### src/rtl/core/ppu_pkg.sv
// Shared types and constants for the pivot partition unit.
// Used by the controller, the datapath and the top level.
`default_nettype none

package ppu_pkg;

    localparam int PPU_MAX_ELEMENTS = 64;
    localparam int DATA_W           = 32;
    localparam int COUNT_W          = 7;
    localparam int APB_ADDR_W       = 3;
    localparam int APB_DATA_W       = 32;

    // register index is paddr[2]
    localparam logic REG_PIVOT = 1'b0;

    typedef enum logic [8:0] {
        S_LOAD      = 9'b000000001,
        S_LEFT_RD   = 9'b000000010,
        S_LEFT_CMP  = 9'b000000100,
        S_RIGHT_RD  = 9'b000001000,
        S_RIGHT_CMP = 9'b000010000,
        S_SWAP_A    = 9'b000100000,
        S_SWAP_B    = 9'b001000000,
        S_EMIT_RD   = 9'b010000000,
        S_EMIT_WR   = 9'b100000000
    } ppu_state_t;

    typedef struct packed {
        logic load_write;
        logic load_start;
        logic left_read;
        logic left_advance;
        logic left_hold;
        logic right_read;
        logic right_step;
        logic right_hold;
        logic swap_a;
        logic swap_b;
        logic emit_read;
        logic emit_load;
        logic emit_done;
    } ppu_cmd_t;

    typedef struct packed {
        logic i_lt_n;
        logic j_gt_0;
        logic i_lt_j;
        logic rd_le_pivot;
        logic k_last;
        logic out_free;
    } ppu_sts_t;

endpackage

`default_nettype wire

### src/rtl/core/ppu_ram.sv
// Generic single-write, single-read RAM with registered read data.
// No dependencies.
`default_nettype none

module ppu_ram #(
    parameter int WIDTH = 32,
    parameter int DEPTH = 64
) (
    input  wire logic                     clk,
    input  wire logic                     we,
    input  wire logic [$clog2(DEPTH)-1:0] waddr,
    input  wire logic [WIDTH-1:0]         wdata,
    input  wire logic                     re,
    input  wire logic [$clog2(DEPTH)-1:0] raddr,
    output logic      [WIDTH-1:0]         rdata
);

    logic [WIDTH-1:0] mem_reg [DEPTH];

    always_ff @(posedge clk)
    begin
        if (we)
        begin
            mem_reg[waddr] <= wdata;
        end
        if (re)
        begin
            rdata <= mem_reg[raddr];
        end
    end

endmodule

`default_nettype wire

### src/rtl/core/ppu_ctrl.sv
// Sequencer for load, two-index partition walk and emit pass.
// Depends on ppu_pkg; drives the datapath through ppu_cmd_t.
`default_nettype none

module ppu_ctrl (
    input  wire logic              clk,
    input  wire logic              rst_n,
    input  wire logic              load_valid,
    input  wire logic              last_element,
    output logic                   load_ready,
    input  wire ppu_pkg::ppu_sts_t sts,
    output ppu_pkg::ppu_cmd_t      cmd
);

    import ppu_pkg::*;

    ppu_state_t state_reg;
    ppu_state_t state_next;

    always_ff @(posedge clk or negedge rst_n)
    begin
        if (!rst_n)
        begin
            state_reg <= S_LOAD;
        end
        else
        begin
            state_reg <= state_next;
        end
    end

    assign load_ready = (state_reg == S_LOAD);

    always_comb
    begin
        cmd        = '0;
        state_next = state_reg;
        case (state_reg)
            S_LOAD:
            begin
                if (load_valid)
                begin
                    cmd.load_write = 1'b1;
                    // the last request is stored too unless the store is full, so the set is never empty
                    if (last_element)
                    begin
                        cmd.load_start = 1'b1;
                        state_next     = S_LEFT_RD;
                    end
                end
            end
            S_LEFT_RD:
            begin
                if (sts.i_lt_n)
                begin
                    cmd.left_read = 1'b1;
                    state_next    = S_LEFT_CMP;
                end
                else
                begin
                    state_next = S_RIGHT_RD;
                end
            end
            S_LEFT_CMP:
            begin
                if (sts.rd_le_pivot)
                begin
                    cmd.left_advance = 1'b1;
                    state_next       = S_LEFT_RD;
                end
                else
                begin
                    cmd.left_hold = 1'b1;
                    state_next    = S_RIGHT_RD;
                end
            end
            S_RIGHT_RD:
            begin
                if (sts.j_gt_0)
                begin
                    cmd.right_read = 1'b1;
                    state_next     = S_RIGHT_CMP;
                end
                else
                begin
                    state_next = S_EMIT_RD;
                end
            end
            S_RIGHT_CMP:
            begin
                if (!sts.rd_le_pivot)
                begin
                    cmd.right_step = 1'b1;
                    state_next     = S_RIGHT_RD;
                end
                else
                begin
                    cmd.right_hold = 1'b1;
                    state_next     = sts.i_lt_j ? S_SWAP_A : S_EMIT_RD;
                end
            end
            S_SWAP_A:
            begin
                cmd.swap_a = 1'b1;
                state_next = S_SWAP_B;
            end
            S_SWAP_B:
            begin
                cmd.swap_b = 1'b1;
                state_next = S_LEFT_RD;
            end
            S_EMIT_RD:
            begin
                if (sts.out_free)
                begin
                    cmd.emit_read = 1'b1;
                    state_next    = S_EMIT_WR;
                end
            end
            S_EMIT_WR:
            begin
                cmd.emit_load = 1'b1;
                if (sts.k_last)
                begin
                    cmd.emit_done = 1'b1;
                    state_next    = S_LOAD;
                end
                else
                begin
                    state_next = S_EMIT_RD;
                end
            end
            default:
            begin
                state_next = S_LOAD;
            end
        endcase
    end

endmodule

`default_nettype wire

### src/rtl/core/ppu_datapath.sv
// Element store, walk indices, compare and result register.
// Depends on ppu_pkg and ppu_ram; commanded by ppu_ctrl.
`default_nettype none

module ppu_datapath #(
    parameter int MAX_ELEMENTS = ppu_pkg::PPU_MAX_ELEMENTS
) (
    input  wire logic                        clk,
    input  wire logic                        rst_n,
    input  wire ppu_pkg::ppu_cmd_t           cmd,
    output ppu_pkg::ppu_sts_t                sts,
    input  wire logic [ppu_pkg::DATA_W-1:0]  element,
    input  wire logic [ppu_pkg::DATA_W-1:0]  pivot,
    output logic                             result_valid,
    input  wire logic                        result_ready,
    output logic      [ppu_pkg::DATA_W-1:0]  element_out,
    output logic                             in_lower_part,
    output logic      [ppu_pkg::COUNT_W-1:0] lower_count,
    output logic                             last_out
);

    import ppu_pkg::*;

    localparam int CNT_W = $clog2(MAX_ELEMENTS + 1);
    localparam int IDX_W = $clog2(MAX_ELEMENTS);

    logic [CNT_W-1:0]  fill_reg;
    logic [CNT_W-1:0]  fill_next;
    logic [CNT_W-1:0]  i_reg;
    logic [IDX_W-1:0]  j_reg;
    logic [IDX_W-1:0]  k_reg;
    logic [DATA_W-1:0] ei_reg;
    logic [DATA_W-1:0] ej_reg;
    logic              full;

    logic              ram_we;
    logic [IDX_W-1:0]  ram_waddr;
    logic [DATA_W-1:0] ram_wdata;
    logic              ram_re;
    logic [IDX_W-1:0]  ram_raddr;
    logic [DATA_W-1:0] ram_rdata;

    logic              result_valid_reg;
    logic [DATA_W-1:0] element_out_reg;
    logic              in_lower_reg;
    logic [COUNT_W-1:0] lower_count_reg;
    logic              last_out_reg;

    assign full      = (fill_reg == CNT_W'(MAX_ELEMENTS));
    assign fill_next = full ? fill_reg : fill_reg + CNT_W'(1);

    always_comb
    begin
        ram_we    = 1'b0;
        ram_waddr = fill_reg[IDX_W-1:0];
        ram_wdata = element;
        if (cmd.load_write)
        begin
            ram_we = !full;
        end
        else if (cmd.swap_a)
        begin
            ram_we    = 1'b1;
            ram_waddr = i_reg[IDX_W-1:0];
            ram_wdata = ej_reg;
        end
        else if (cmd.swap_b)
        begin
            ram_we    = 1'b1;
            ram_waddr = j_reg;
            ram_wdata = ei_reg;
        end
    end

    assign ram_re = cmd.left_read | cmd.right_read | cmd.emit_read;

    always_comb
    begin
        ram_raddr = k_reg;
        if (cmd.left_read)
        begin
            ram_raddr = i_reg[IDX_W-1:0];
        end
        else if (cmd.right_read)
        begin
            ram_raddr = j_reg;
        end
    end

    ppu_ram #(
        .WIDTH (DATA_W),
        .DEPTH (MAX_ELEMENTS)
    ) u_store (
        .clk   (clk),
        .we    (ram_we),
        .waddr (ram_waddr),
        .wdata (ram_wdata),
        .re    (ram_re),
        .raddr (ram_raddr),
        .rdata (ram_rdata)
    );

    always_ff @(posedge clk or negedge rst_n)
    begin
        if (!rst_n)
        begin
            fill_reg <= '0;
            i_reg    <= '0;
            j_reg    <= '0;
            k_reg    <= '0;
        end
        else
        begin
            if (cmd.load_write)
            begin
                fill_reg <= fill_next;
            end
            else if (cmd.emit_done)
            begin
                fill_reg <= '0;
            end

            if (cmd.load_start)
            begin
                i_reg <= '0;
                j_reg <= IDX_W'(fill_next - CNT_W'(1));
            end
            else if (cmd.left_advance || cmd.swap_b)
            begin
                i_reg <= i_reg + CNT_W'(1);
            end

            if (cmd.right_step || cmd.swap_b)
            begin
                j_reg <= j_reg - IDX_W'(1);
            end

            if (cmd.load_start || cmd.emit_done)
            begin
                k_reg <= '0;
            end
            else if (cmd.emit_load)
            begin
                k_reg <= k_reg + IDX_W'(1);
            end
        end
    end

    always_ff @(posedge clk)
    begin
        if (cmd.left_hold)
        begin
            ei_reg <= ram_rdata;
        end
        if (cmd.right_hold)
        begin
            ej_reg <= ram_rdata;
        end
    end

    // result register: decouples the emit pass from the consumer
    always_ff @(posedge clk or negedge rst_n)
    begin
        if (!rst_n)
        begin
            result_valid_reg <= 1'b0;
        end
        else if (cmd.emit_load)
        begin
            result_valid_reg <= 1'b1;
        end
        else if (result_ready)
        begin
            result_valid_reg <= 1'b0;
        end
    end

    always_ff @(posedge clk)
    begin
        if (cmd.emit_load)
        begin
            element_out_reg <= ram_rdata;
            in_lower_reg    <= (CNT_W'(k_reg) < i_reg);
            lower_count_reg <= COUNT_W'(i_reg);
            last_out_reg    <= sts.k_last;
        end
    end

    assign sts.i_lt_n      = (i_reg < fill_reg);
    assign sts.j_gt_0      = (j_reg != '0);
    assign sts.i_lt_j      = (i_reg < CNT_W'(j_reg));
    assign sts.rd_le_pivot = ($signed(ram_rdata) <= $signed(pivot));
    assign sts.k_last      = ((CNT_W'(k_reg) + CNT_W'(1)) == fill_reg);
    assign sts.out_free    = !result_valid_reg || result_ready;

    assign result_valid  = result_valid_reg;
    assign element_out   = element_out_reg;
    assign in_lower_part = in_lower_reg;
    assign lower_count   = lower_count_reg;
    assign last_out      = last_out_reg;

endmodule

`default_nettype wire

### src/rtl/core/pivot_partition_unit.sv
// Top level of the pivot partition unit: APB pivot register, controller, datapath.
// Depends on ppu_pkg, ppu_ctrl, ppu_datapath (which holds a ppu_ram store).
`default_nettype none

// Loads signed 32-bit elements, one request per cycle, until a request with
// last_element set; elements beyond MAX_ELEMENTS are dropped. The set is then
// partitioned in place around the pivot register (elements <= pivot first) by
// a two-index walk over a single-port-read store, and every element is sent
// out in its new order with its lower-part flag and the size of that part.
// The walk reads and then compares one element per index step and writes
// both elements of a swap in turn, paced by the one read port of the store
// and its registered read; the emit pass reads each element, then loads it
// into the output register once free. Loading is blocked from the last
// request until the final result has entered the output register; that
// register may still hold a result while the next set loads.
module pivot_partition_unit #(
    parameter int MAX_ELEMENTS = ppu_pkg::PPU_MAX_ELEMENTS
) (
    input  wire logic                            clk,
    input  wire logic                            rst_n,

    input  wire logic                            psel,
    input  wire logic                            penable,
    input  wire logic                            pwrite,
    input  wire logic [ppu_pkg::APB_ADDR_W-1:0]  paddr,
    input  wire logic [ppu_pkg::APB_DATA_W-1:0]  pwdata,
    output logic      [ppu_pkg::APB_DATA_W-1:0]  prdata,
    output logic                                 pready,

    input  wire logic                            load_valid,
    output logic                                 load_ready,
    input  wire logic [ppu_pkg::DATA_W-1:0]      element,
    input  wire logic                            last_element,

    output logic                                 result_valid,
    input  wire logic                            result_ready,
    output logic      [ppu_pkg::DATA_W-1:0]      element_out,
    output logic                                 in_lower_part,
    output logic      [ppu_pkg::COUNT_W-1:0]     lower_count,
    output logic                                 last_out
);

    import ppu_pkg::*;

    logic [DATA_W-1:0] pivot_reg;
    logic              cfg_write;
    ppu_cmd_t          cmd;
    ppu_sts_t          sts;

    assign pready    = 1'b1;
    assign cfg_write = psel && penable && pwrite && pready && (paddr[2] == REG_PIVOT);

    always_ff @(posedge clk or negedge rst_n)
    begin
        if (!rst_n)
        begin
            pivot_reg <= '0;
        end
        else if (cfg_write)
        begin
            pivot_reg <= pwdata;
        end
    end

    assign prdata = (paddr[2] == REG_PIVOT) ? pivot_reg : '0;

    ppu_ctrl u_ctrl (
        .clk          (clk),
        .rst_n        (rst_n),
        .load_valid   (load_valid),
        .last_element (last_element),
        .load_ready   (load_ready),
        .sts          (sts),
        .cmd          (cmd)
    );

    ppu_datapath #(
        .MAX_ELEMENTS (MAX_ELEMENTS)
    ) u_datapath (
        .clk           (clk),
        .rst_n         (rst_n),
        .cmd           (cmd),
        .sts           (sts),
        .element       (element),
        .pivot         (pivot_reg),
        .result_valid  (result_valid),
        .result_ready  (result_ready),
        .element_out   (element_out),
        .in_lower_part (in_lower_part),
        .lower_count   (lower_count),
        .last_out      (last_out)
    );

`ifndef ASSERT_OFF
    // a position flagged lower means the lower part is not empty
    a_lower_nonzero: assert property (@(posedge clk) disable iff (!rst_n)
        result_valid && in_lower_part |-> lower_count != '0)
        else $error("lower flag with empty lower part");

    // a position outside the lower part means the lower part is not the whole store
    a_upper_bound: assert property (@(posedge clk) disable iff (!rst_n)
        result_valid && !in_lower_part |-> lower_count < COUNT_W'(MAX_ELEMENTS))
        else $error("upper position with full lower part");

    // loading stops once the final element of a set is taken
    a_load_stops: assert property (@(posedge clk) disable iff (!rst_n)
        load_valid && load_ready && last_element |=> !load_ready)
        else $error("load still open after last element");
`endif

endmodule

`default_nettype wire
### config.mk
export PLATFORM = sky130hd
export DESIGN_NAME = pivot_partition_unit
export DESIGN_NICKNAME = d
export VERILOG_FILES = /design/src/rtl/core/ppu_pkg.sv /design/src/rtl/core/ppu_ram.sv /design/src/rtl/core/ppu_ctrl.sv /design/src/rtl/core/ppu_datapath.sv /design/src/rtl/core/pivot_partition_unit.sv
export SDC_FILE = /design/constraint.sdc
export NUM_CORES = 2
export LEC_CHECK = 0
export ABC_AREA = 0
export BUFFER_PORTS_ARGS = -buffer_cell sky130_fd_sc_hd__buf_4
export CORE_MARGIN = 4
export CORE_UTILIZATION = 65
export DETAILED_ROUTE_END_ITERATION = 10
export GPL_ROUTABILITY_DRIVEN = 0
export PLACE_DENSITY = 0.82
export SETUP_SLACK_MARGIN = 0.4
export SYNTH_ARGS = -nofsm -noshare
export SYNTH_HDL_FRONTEND = slang
export SYNTH_SLANG_ARGS = --single-unit
### constraint.sdc
create_clock -name clk -period 11 [get_ports clk]
set_clock_uncertainty 0.05 [all_clocks]
set_input_delay 0 -clock clk [delete_from_list [all_inputs] [get_ports clk]]
set_output_delay 0 -clock clk [all_outputs]
set_load 0.02 [all_outputs]
-- Yosys cells after proc, flatten, opt, wreduce, memory -nomap -nowiden
Memories as Yosys holds them, arrays and structs flattened. A register that Yosys moved wholly into a read port is not among the register bits.
Cells that the tools add are included.
- register bits: 173
- bits in read-only memories: 0
- bits in latches: 0
- memories: 1
- RAM bits: 2048
- output and inout port bits: 76
- memory list (memory ; words ; width ; read ports ; clocked after Yosys merged registers in ; wr ports ; RTL line ; text):
    u_datapath.u_store.mem_reg ; 64 ; 32 ; 1 ; 1 ; 1 ; ppu_ram.sv:18 ; logic [WIDTH-1:0] mem_reg [DEPTH];
- $lt $le $gt $ge: 4
- multiplexer cells: 52
- add/subtract/negate cells: 6
- reduce and logical (&&, ||, !) cells: 16
- divide/modulo/power cells: 0
- equality and inequality tests: 14
- bitwise logic cells: 3
- shift operators: 0
- multipliers: 0
- operator list (operator ; number):
    two-way mux 32 bit ; 4
    one-hot mux 9 bit (9 select lines) ; 1
    two-way mux 6 bit ; 9
    two-way mux 9 bit ; 4
    two-way mux 7 bit ; 5
    <= comparator 32 bit ; 1
    two-way mux 8 bit ; 3
    two-way mux 1 bit ; 19
    adder 7 x 1 -> 7 bit (second input constant) ; 2
    subtractor 6 x 1 -> 6 bit (second input constant) ; 2
    two-way mux 2 bit ; 5
    nonzero test 2 bit ; 5
    equality test 9 x 1 -> 1 bit (second input constant) ; 1
    equality test 9 x 2 -> 1 bit (second input constant) ; 1
    equality test 9 x 3 -> 1 bit (second input constant) ; 1
    equality test 9 x 4 -> 1 bit (second input constant) ; 1
    equality test 9 x 5 -> 1 bit (second input constant) ; 1
    equality test 9 x 6 -> 1 bit (second input constant) ; 1
    equality test 9 x 7 -> 1 bit (second input constant) ; 1
    equality test 9 x 8 -> 1 bit (second input constant) ; 1
    equality test 9 bit (second input constant) ; 1
    two-way mux 4 bit ; 2
    adder 6 x 1 -> 7 bit (second input constant) ; 1
    equality test 7 bit ; 1
    other kinds (14) ; 22

-- Longest topological paths before layout
- word-level depth: 7
- depth in mapped cells: 19
- depth with buffers taken out: 18

-- Modules after synthesis
Synthesis repeated with hierarchy kept, for this count alone.
- cells, all modules: 4137
- area, all modules: 87994.4 µm²
- modules (own cells, without submodules) (module ; area each (µm²) ; seq. area each (µm²) ; times used ; cells an instance):
    ppu_ram ; 78835.6 ; 62459.9 ; 1 ; 3324
    ppu_datapath ; 6934.2 ; 3828.7 ; 1 ; 631
    pivot_partition_unit ; 1554.0 ; 800.8 ; 1 ; 105
    ppu_ctrl ; 670.6 ; 226.5 ; 1 ; 77

-- Worst setup path before layout
No wires, ideal clock.
- path type: register -> register
- from: reg u_datapath.u_store.rdata[21] (read register of u_datapath.u_store.mem_reg)
- to: reg u_datapath.ei_reg[0], enable pin
- slack: 5.131 ns
- data required time: 10.449 ns
- arrival: 5.318 ns
- clock period less this slack: 5.869 ns
- path buffers: 0
- cell stages (with the launch flop): 11
- cell sequence: edfxtp_1 > ha_1 > a21o_1 > a21o_1 > a21o_1 > a221o_1 > a41o_1 > or2_2 > inv_1 > o21ai_0 > nor4_1
- RTL lines (item ; RTL line ; text):
    from (decl) ; ppu_ram.sv:15 ; output logic [WIDTH-1:0] rdata
    to (signal assigned) ; ppu_datapath.sv:153 ; ei_reg <= ram_rdata;
    to (decl) ; ppu_datapath.sv:32 ; logic [DATA_W-1:0] ei_reg;

-- Worst setup path in the final report
- from: reg u_datapath.fill_reg[4]
- to: reg u_datapath.u_store.rdata[3] (read register of u_datapath.u_store.mem_reg), data pin
- longest elaborated chain between the ends: 5
- elaborated cells between the ends (all ways): 6
- RTL lines (item ; RTL line ; text):
    from (decl) ; ppu_datapath.sv:27 ; logic [CNT_W-1:0] fill_reg;
    from (signal assigned) ; ppu_datapath.sv:116 ; fill_reg <= fill_next;
    less-than comparator 7 bit * ; ppu_datapath.sv:189 ; assign sts.i_lt_n = (i_reg < fill_reg);
    two-way mux 1 bit * ; ppu_ctrl.sv:54 ; if (sts.i_lt_n)
    two-way mux 1 bit * ; ppu_ctrl.sv:38 ; case (state_reg)
    OR 1 bit (2 in a row) ; ppu_datapath.sv:75 ; assign ram_re = cmd.left_read | cmd.right_read | cmd.emit_read;
Mark *: on every way between the ends. The rest lies on a longest branch, timed or not.
A chain may end at the register's enable or synchronous reset.

==> results.txt <==
Outcome -> finished with violations
Failing checks -> capacitance limit
Synth warn -> 0
Clock Pin Slew Worst Setup and Hold Paths -> 0.07 ns
Die H -> 382 um
Slew headroom -> 0.300%
Area Overhead vs Synth -> 12.8%
First-pass GRT wire length -> 387000 um
Max-cap violation count -> 1
Simple-gate share of the synthesized area -> 15.5%
Sequential element share of the synthesized area -> 74.1%
Predominant post-synthesis flop cell -> edfxtp_1
DR WL/cell -> 29.0 um
Slowest stage delay, CP -> 1.04 ns
Crit. End Element -> register
CTS tree -> built
CP Data Required Time -> 11.58 ns
Compound-cell area share of the yosys netlist -> 5.47%
TritonCTS Sinks -> 2253
Synth Instances -> 6978
Starting density of the core -> 65.7%
CTS root buf -> clkbuf_16
Share of cells above drive strength 1 -> 10.7%
Post-synthesis cell type count -> 83
R2R Path Start -> u_datapath.fill_reg[4]
Clk Latency, worst-skew pair -> 0.85 ns
# IOs -> 151
CP max stage cell -> mux2i_4
Critical path arrival -> 7.43 ns
XOR/XNOR share of the synthesized area -> 0.203%
Main combinational cell family by area after synthesis -> simple AND/OR/NAND/NOR gates
Hold path endpoint -> u_datapath.result_valid
FF-to-FF End -> u_datapath.u_store.rdata[3]
Avg Inst Size Synth -> 13.0 um^2
Final Hold Viols -> 0
Max Slew Vio Count -> 0
Initial antenna violation count -> 8
Vias in the first global route -> 61162
Cell Area, Placed -> 94400 um^2
RSZ-0062 raised after global routing -> false
Drt initial violations -> 11527
Crit path kind -> reg -> reg
Nets@finish -> 7315
Worst Hold Depth -> 4
Gr usage total -> 36.1%
Max VDD drop -> 209 uV
CTS buffer count -> 213
Port buffer count -> 147
Critical Path, Cell by Cell -> clkinv_1 > ha_1 > a21oi_1 > o21ai_0 > a211oi_4 > mux2i_4 > buf_4 > buf_4 > nand2_1 > a21oi_1 > a311oi_1 > a31oi_1 > a32oi_1 > a2111oi_1
Area of the core -> 138000 um^2
Final min period -> 6.85 ns
Fmax -> 0.146 GHz
Ys async rst share -> 3.02%
Final setup viols -> 0
Post-Syn Area -> 90800 um^2
CTS H-tree lvls -> 4
DRC Markers -> 0
GRT overflow -> 0
Synth Area in Adders -> 0.730%
Worst Hold Class -> in -> reg
DP Wirelength -> 140000 um
Maximum root-to-sink buffer count -> 3
Leakage -> 0.0355 uW
Postcts setup bufs -> 0
Via count -> 62712
Largest net degree at the start of global routing -> 178
Routed Wire Length -> 268000 um
Slew of the pin with the lowest slew margin -> 1.48 ns
Min-delay src -> result_ready
Fin crit share -> 62.3%
Slack of the worst reg-to-reg path -> 4.15 ns
PwrDens -> 179 nW/um^2
Pre-antenna DRT Iters -> 11
Mux cell area share after synthesis -> 1.51%
Syn Nets -> 7106
Synth Register Bits -> 2253
CP max FO -> 45
Largest register FFs -> 2048
Die area -> 146000 um^2
Site row count -> 136
Post-route ant nets -> 0
Number of cells on the worst reg-to-reg path -> 14
Vias/cell -> 6.79
Die Span X -> 382 um
Cell area after layout -> 102000 um^2
Sum Neg Setup Slack -> 0 ns
Post-synth EDFFs -> 2185
Startpoint types -> register
routing by layer:
layer  GRT usage [%]  vias up  wire length [um]
li1                -    26005                 -
met1            45.3    30120             85600
met2            55.0     5476            121000
met3            10.3     1111             40300
met4            25.0        0             21800
met5               0        -                 0
through the flow:
step	worst slack, ns	hold slack, ns	power, uW	std cells	utilization, %
6_report	4.15	0.0752	18300	9238	74.1
5_1_grt	3.94	0.0544	18800	9236	74.1
4_1_cts	4.48	0.000634	18300	9236	74.1
3_5_place_dp	4.50	0.131	11000	8732	68.4
3_3_place_gp	4.61	0.122	11000	8732	68.4
2_1_floorplan	5.13	-0.346	10500	6978	-
synth_stat cells, types with 6 or more instances:
library cell | instances | area share [%]
mux2i_1 | 85 | 0.94
mux4_2 | 6 | 0.15
a21oi_1 | 295 | 1.6
nor3_1 | 44 | 0.24
o31ai_1 | 7 | 0.058
nor2b_1 | 10 | 0.069
edfxtp_1 | 2185 | 72
a2111oi_1 | 8 | 0.088
a311oi_1 | 74 | 0.71
and2_1 | 9 | 0.062
a22oi_1 | 13 | 0.11
nand2b_1 | 10 | 0.069
a32oi_1 | 24 | 0.23
dfrtp_1 | 67 | 1.8
a221oi_1 | 13 | 0.13
or3_1 | 8 | 0.055
clkbuf_1 | 121 | 0.50
a21o_1 | 14 | 0.12
inv_1 | 57 | 0.24
buf_4 | 24 | 0.20
o21ai_0 | 44 | 0.24
ha_1 | 53 | 0.73
nor2_1 | 226 | 0.93
mux2_2 | 33 | 0.41
buf_2 | 240 | 1.3
a31oi_1 | 122 | 0.84
xnor2_1 | 16 | 0.15
nand4_1 | 24 | 0.17
a2111oi_0 | 6 | 0.058
buf_1 | 36 | 0.15
o221ai_1 | 17 | 0.16
a22o_1 | 11 | 0.11
and3_1 | 143 | 0.99
nor4_1 | 12 | 0.083
nand2_1 | 1955 | 8.1
nand3_1 | 810 | 4.5
a211oi_1 | 21 | 0.17
o22ai_1 | 49 | 0.34
cell type report:
class,count,area (um^2)
Clock inverter,133,1370
Inverter,59,221
Sequential cell,2253,67300
Timing Repair Buffer,417,3470
Tap cell,1863,2330
Fill cell,7732,35700
Multi-Input combinational cell,4243,22200
Clock buffer,268,5560
Antenna cell,2,5.00
report_power, final:
part	switching (uW)	internal (uW)	total, uW
clock	3190	4130	7320
sequential	108	9560	9670
combinational	945	403	1350
total	4240	14100	18300
critical path: cells and delay by family, from the launching register on:
family                   cells  cell delay (ns)
flip-flops                   1             0.45
buffers and inverters        3             1.56
multiplexers                 1             1.04
AND/OR/NAND/NOR              1             0.59
AO/OA/AOI/OAI                8             2.56
adder cells (fa/ha/maj)      1             0.38
what timing repair did:
| item | in CTS | in global routing |
|---|---|---|
| gates resized for setup | 0 | 0 |
| setup endpoints to repair | 0 | 0 |
| hold endpoints to repair | 126 | 0 |
| hold buffers | 103 | 0 |
cells in the final DEF (no fill, tap or decap), types with 21 or more instances in the layout:
cell type / synthesis / layout
edfxtp_1: 2185 / 2185
nand2_1: 1955 / 1954
nand3_1: 810 / 810
buf_4: 24 / 309
a21oi_1: 295 / 262
clkbuf_16: 0 / 213
nor2_1: 226 / 168
and3_1: 143 / 139
a31oi_1: 122 / 122
dlygate4sd3_1: 0 / 102
mux2i_1: 85 / 84
a311oi_1: 74 / 74
dfrtp_1: 67 / 67
nor2_4: 1 / 57
inv_1: 57 / 56
ha_1: 53 / 53
clkbuf_1: 121 / 53
o22ai_1: 49 / 49
clkinv_1: 2 / 46
nor3_1: 44 / 44
o21ai_0: 44 / 44
clkinv_2: 0 / 41
a21oi_4: 0 / 33
mux2_2: 33 / 33
nand4_1: 24 / 24
a32oi_1: 24 / 24
bufinv_16: 0 / 23
a211oi_1: 21 / 21
worst max-delay path by stage:
stage	startpoint	end	slack, ns	depth (start not counted)
2_1_floorplan	u_datapath.u_store.rdata[21]	u_datapath.ei_reg[0]	5.13	10
3_3_place_gp	u_datapath.fill_reg[4]	u_datapath.u_store.rdata[3]	4.61	14
3_5_place_dp	u_datapath.fill_reg[4]	u_datapath.u_store.rdata[3]	4.50	14
4_1_cts	u_datapath.fill_reg[4]	u_datapath.u_store.rdata[3]	4.48	14
5_1_grt	u_datapath.fill_reg[4]	u_datapath.u_store.rdata[3]	3.94	14
6_report	u_datapath.fill_reg[4]	u_datapath.u_store.rdata[3]	4.15	14
cell families (layout without fill, tap and decap cells):
family          Yosys count  in the layout
buf+inv                 482            877
xor+xnor                 21             21
simple gates           3280           3280
compound gates          763            763
other cells               1              3
mux                     125            125
fa+ha+maj                53             53
flops                  2253           2253
Note: power is estimated with default switching activity, not from simulation.
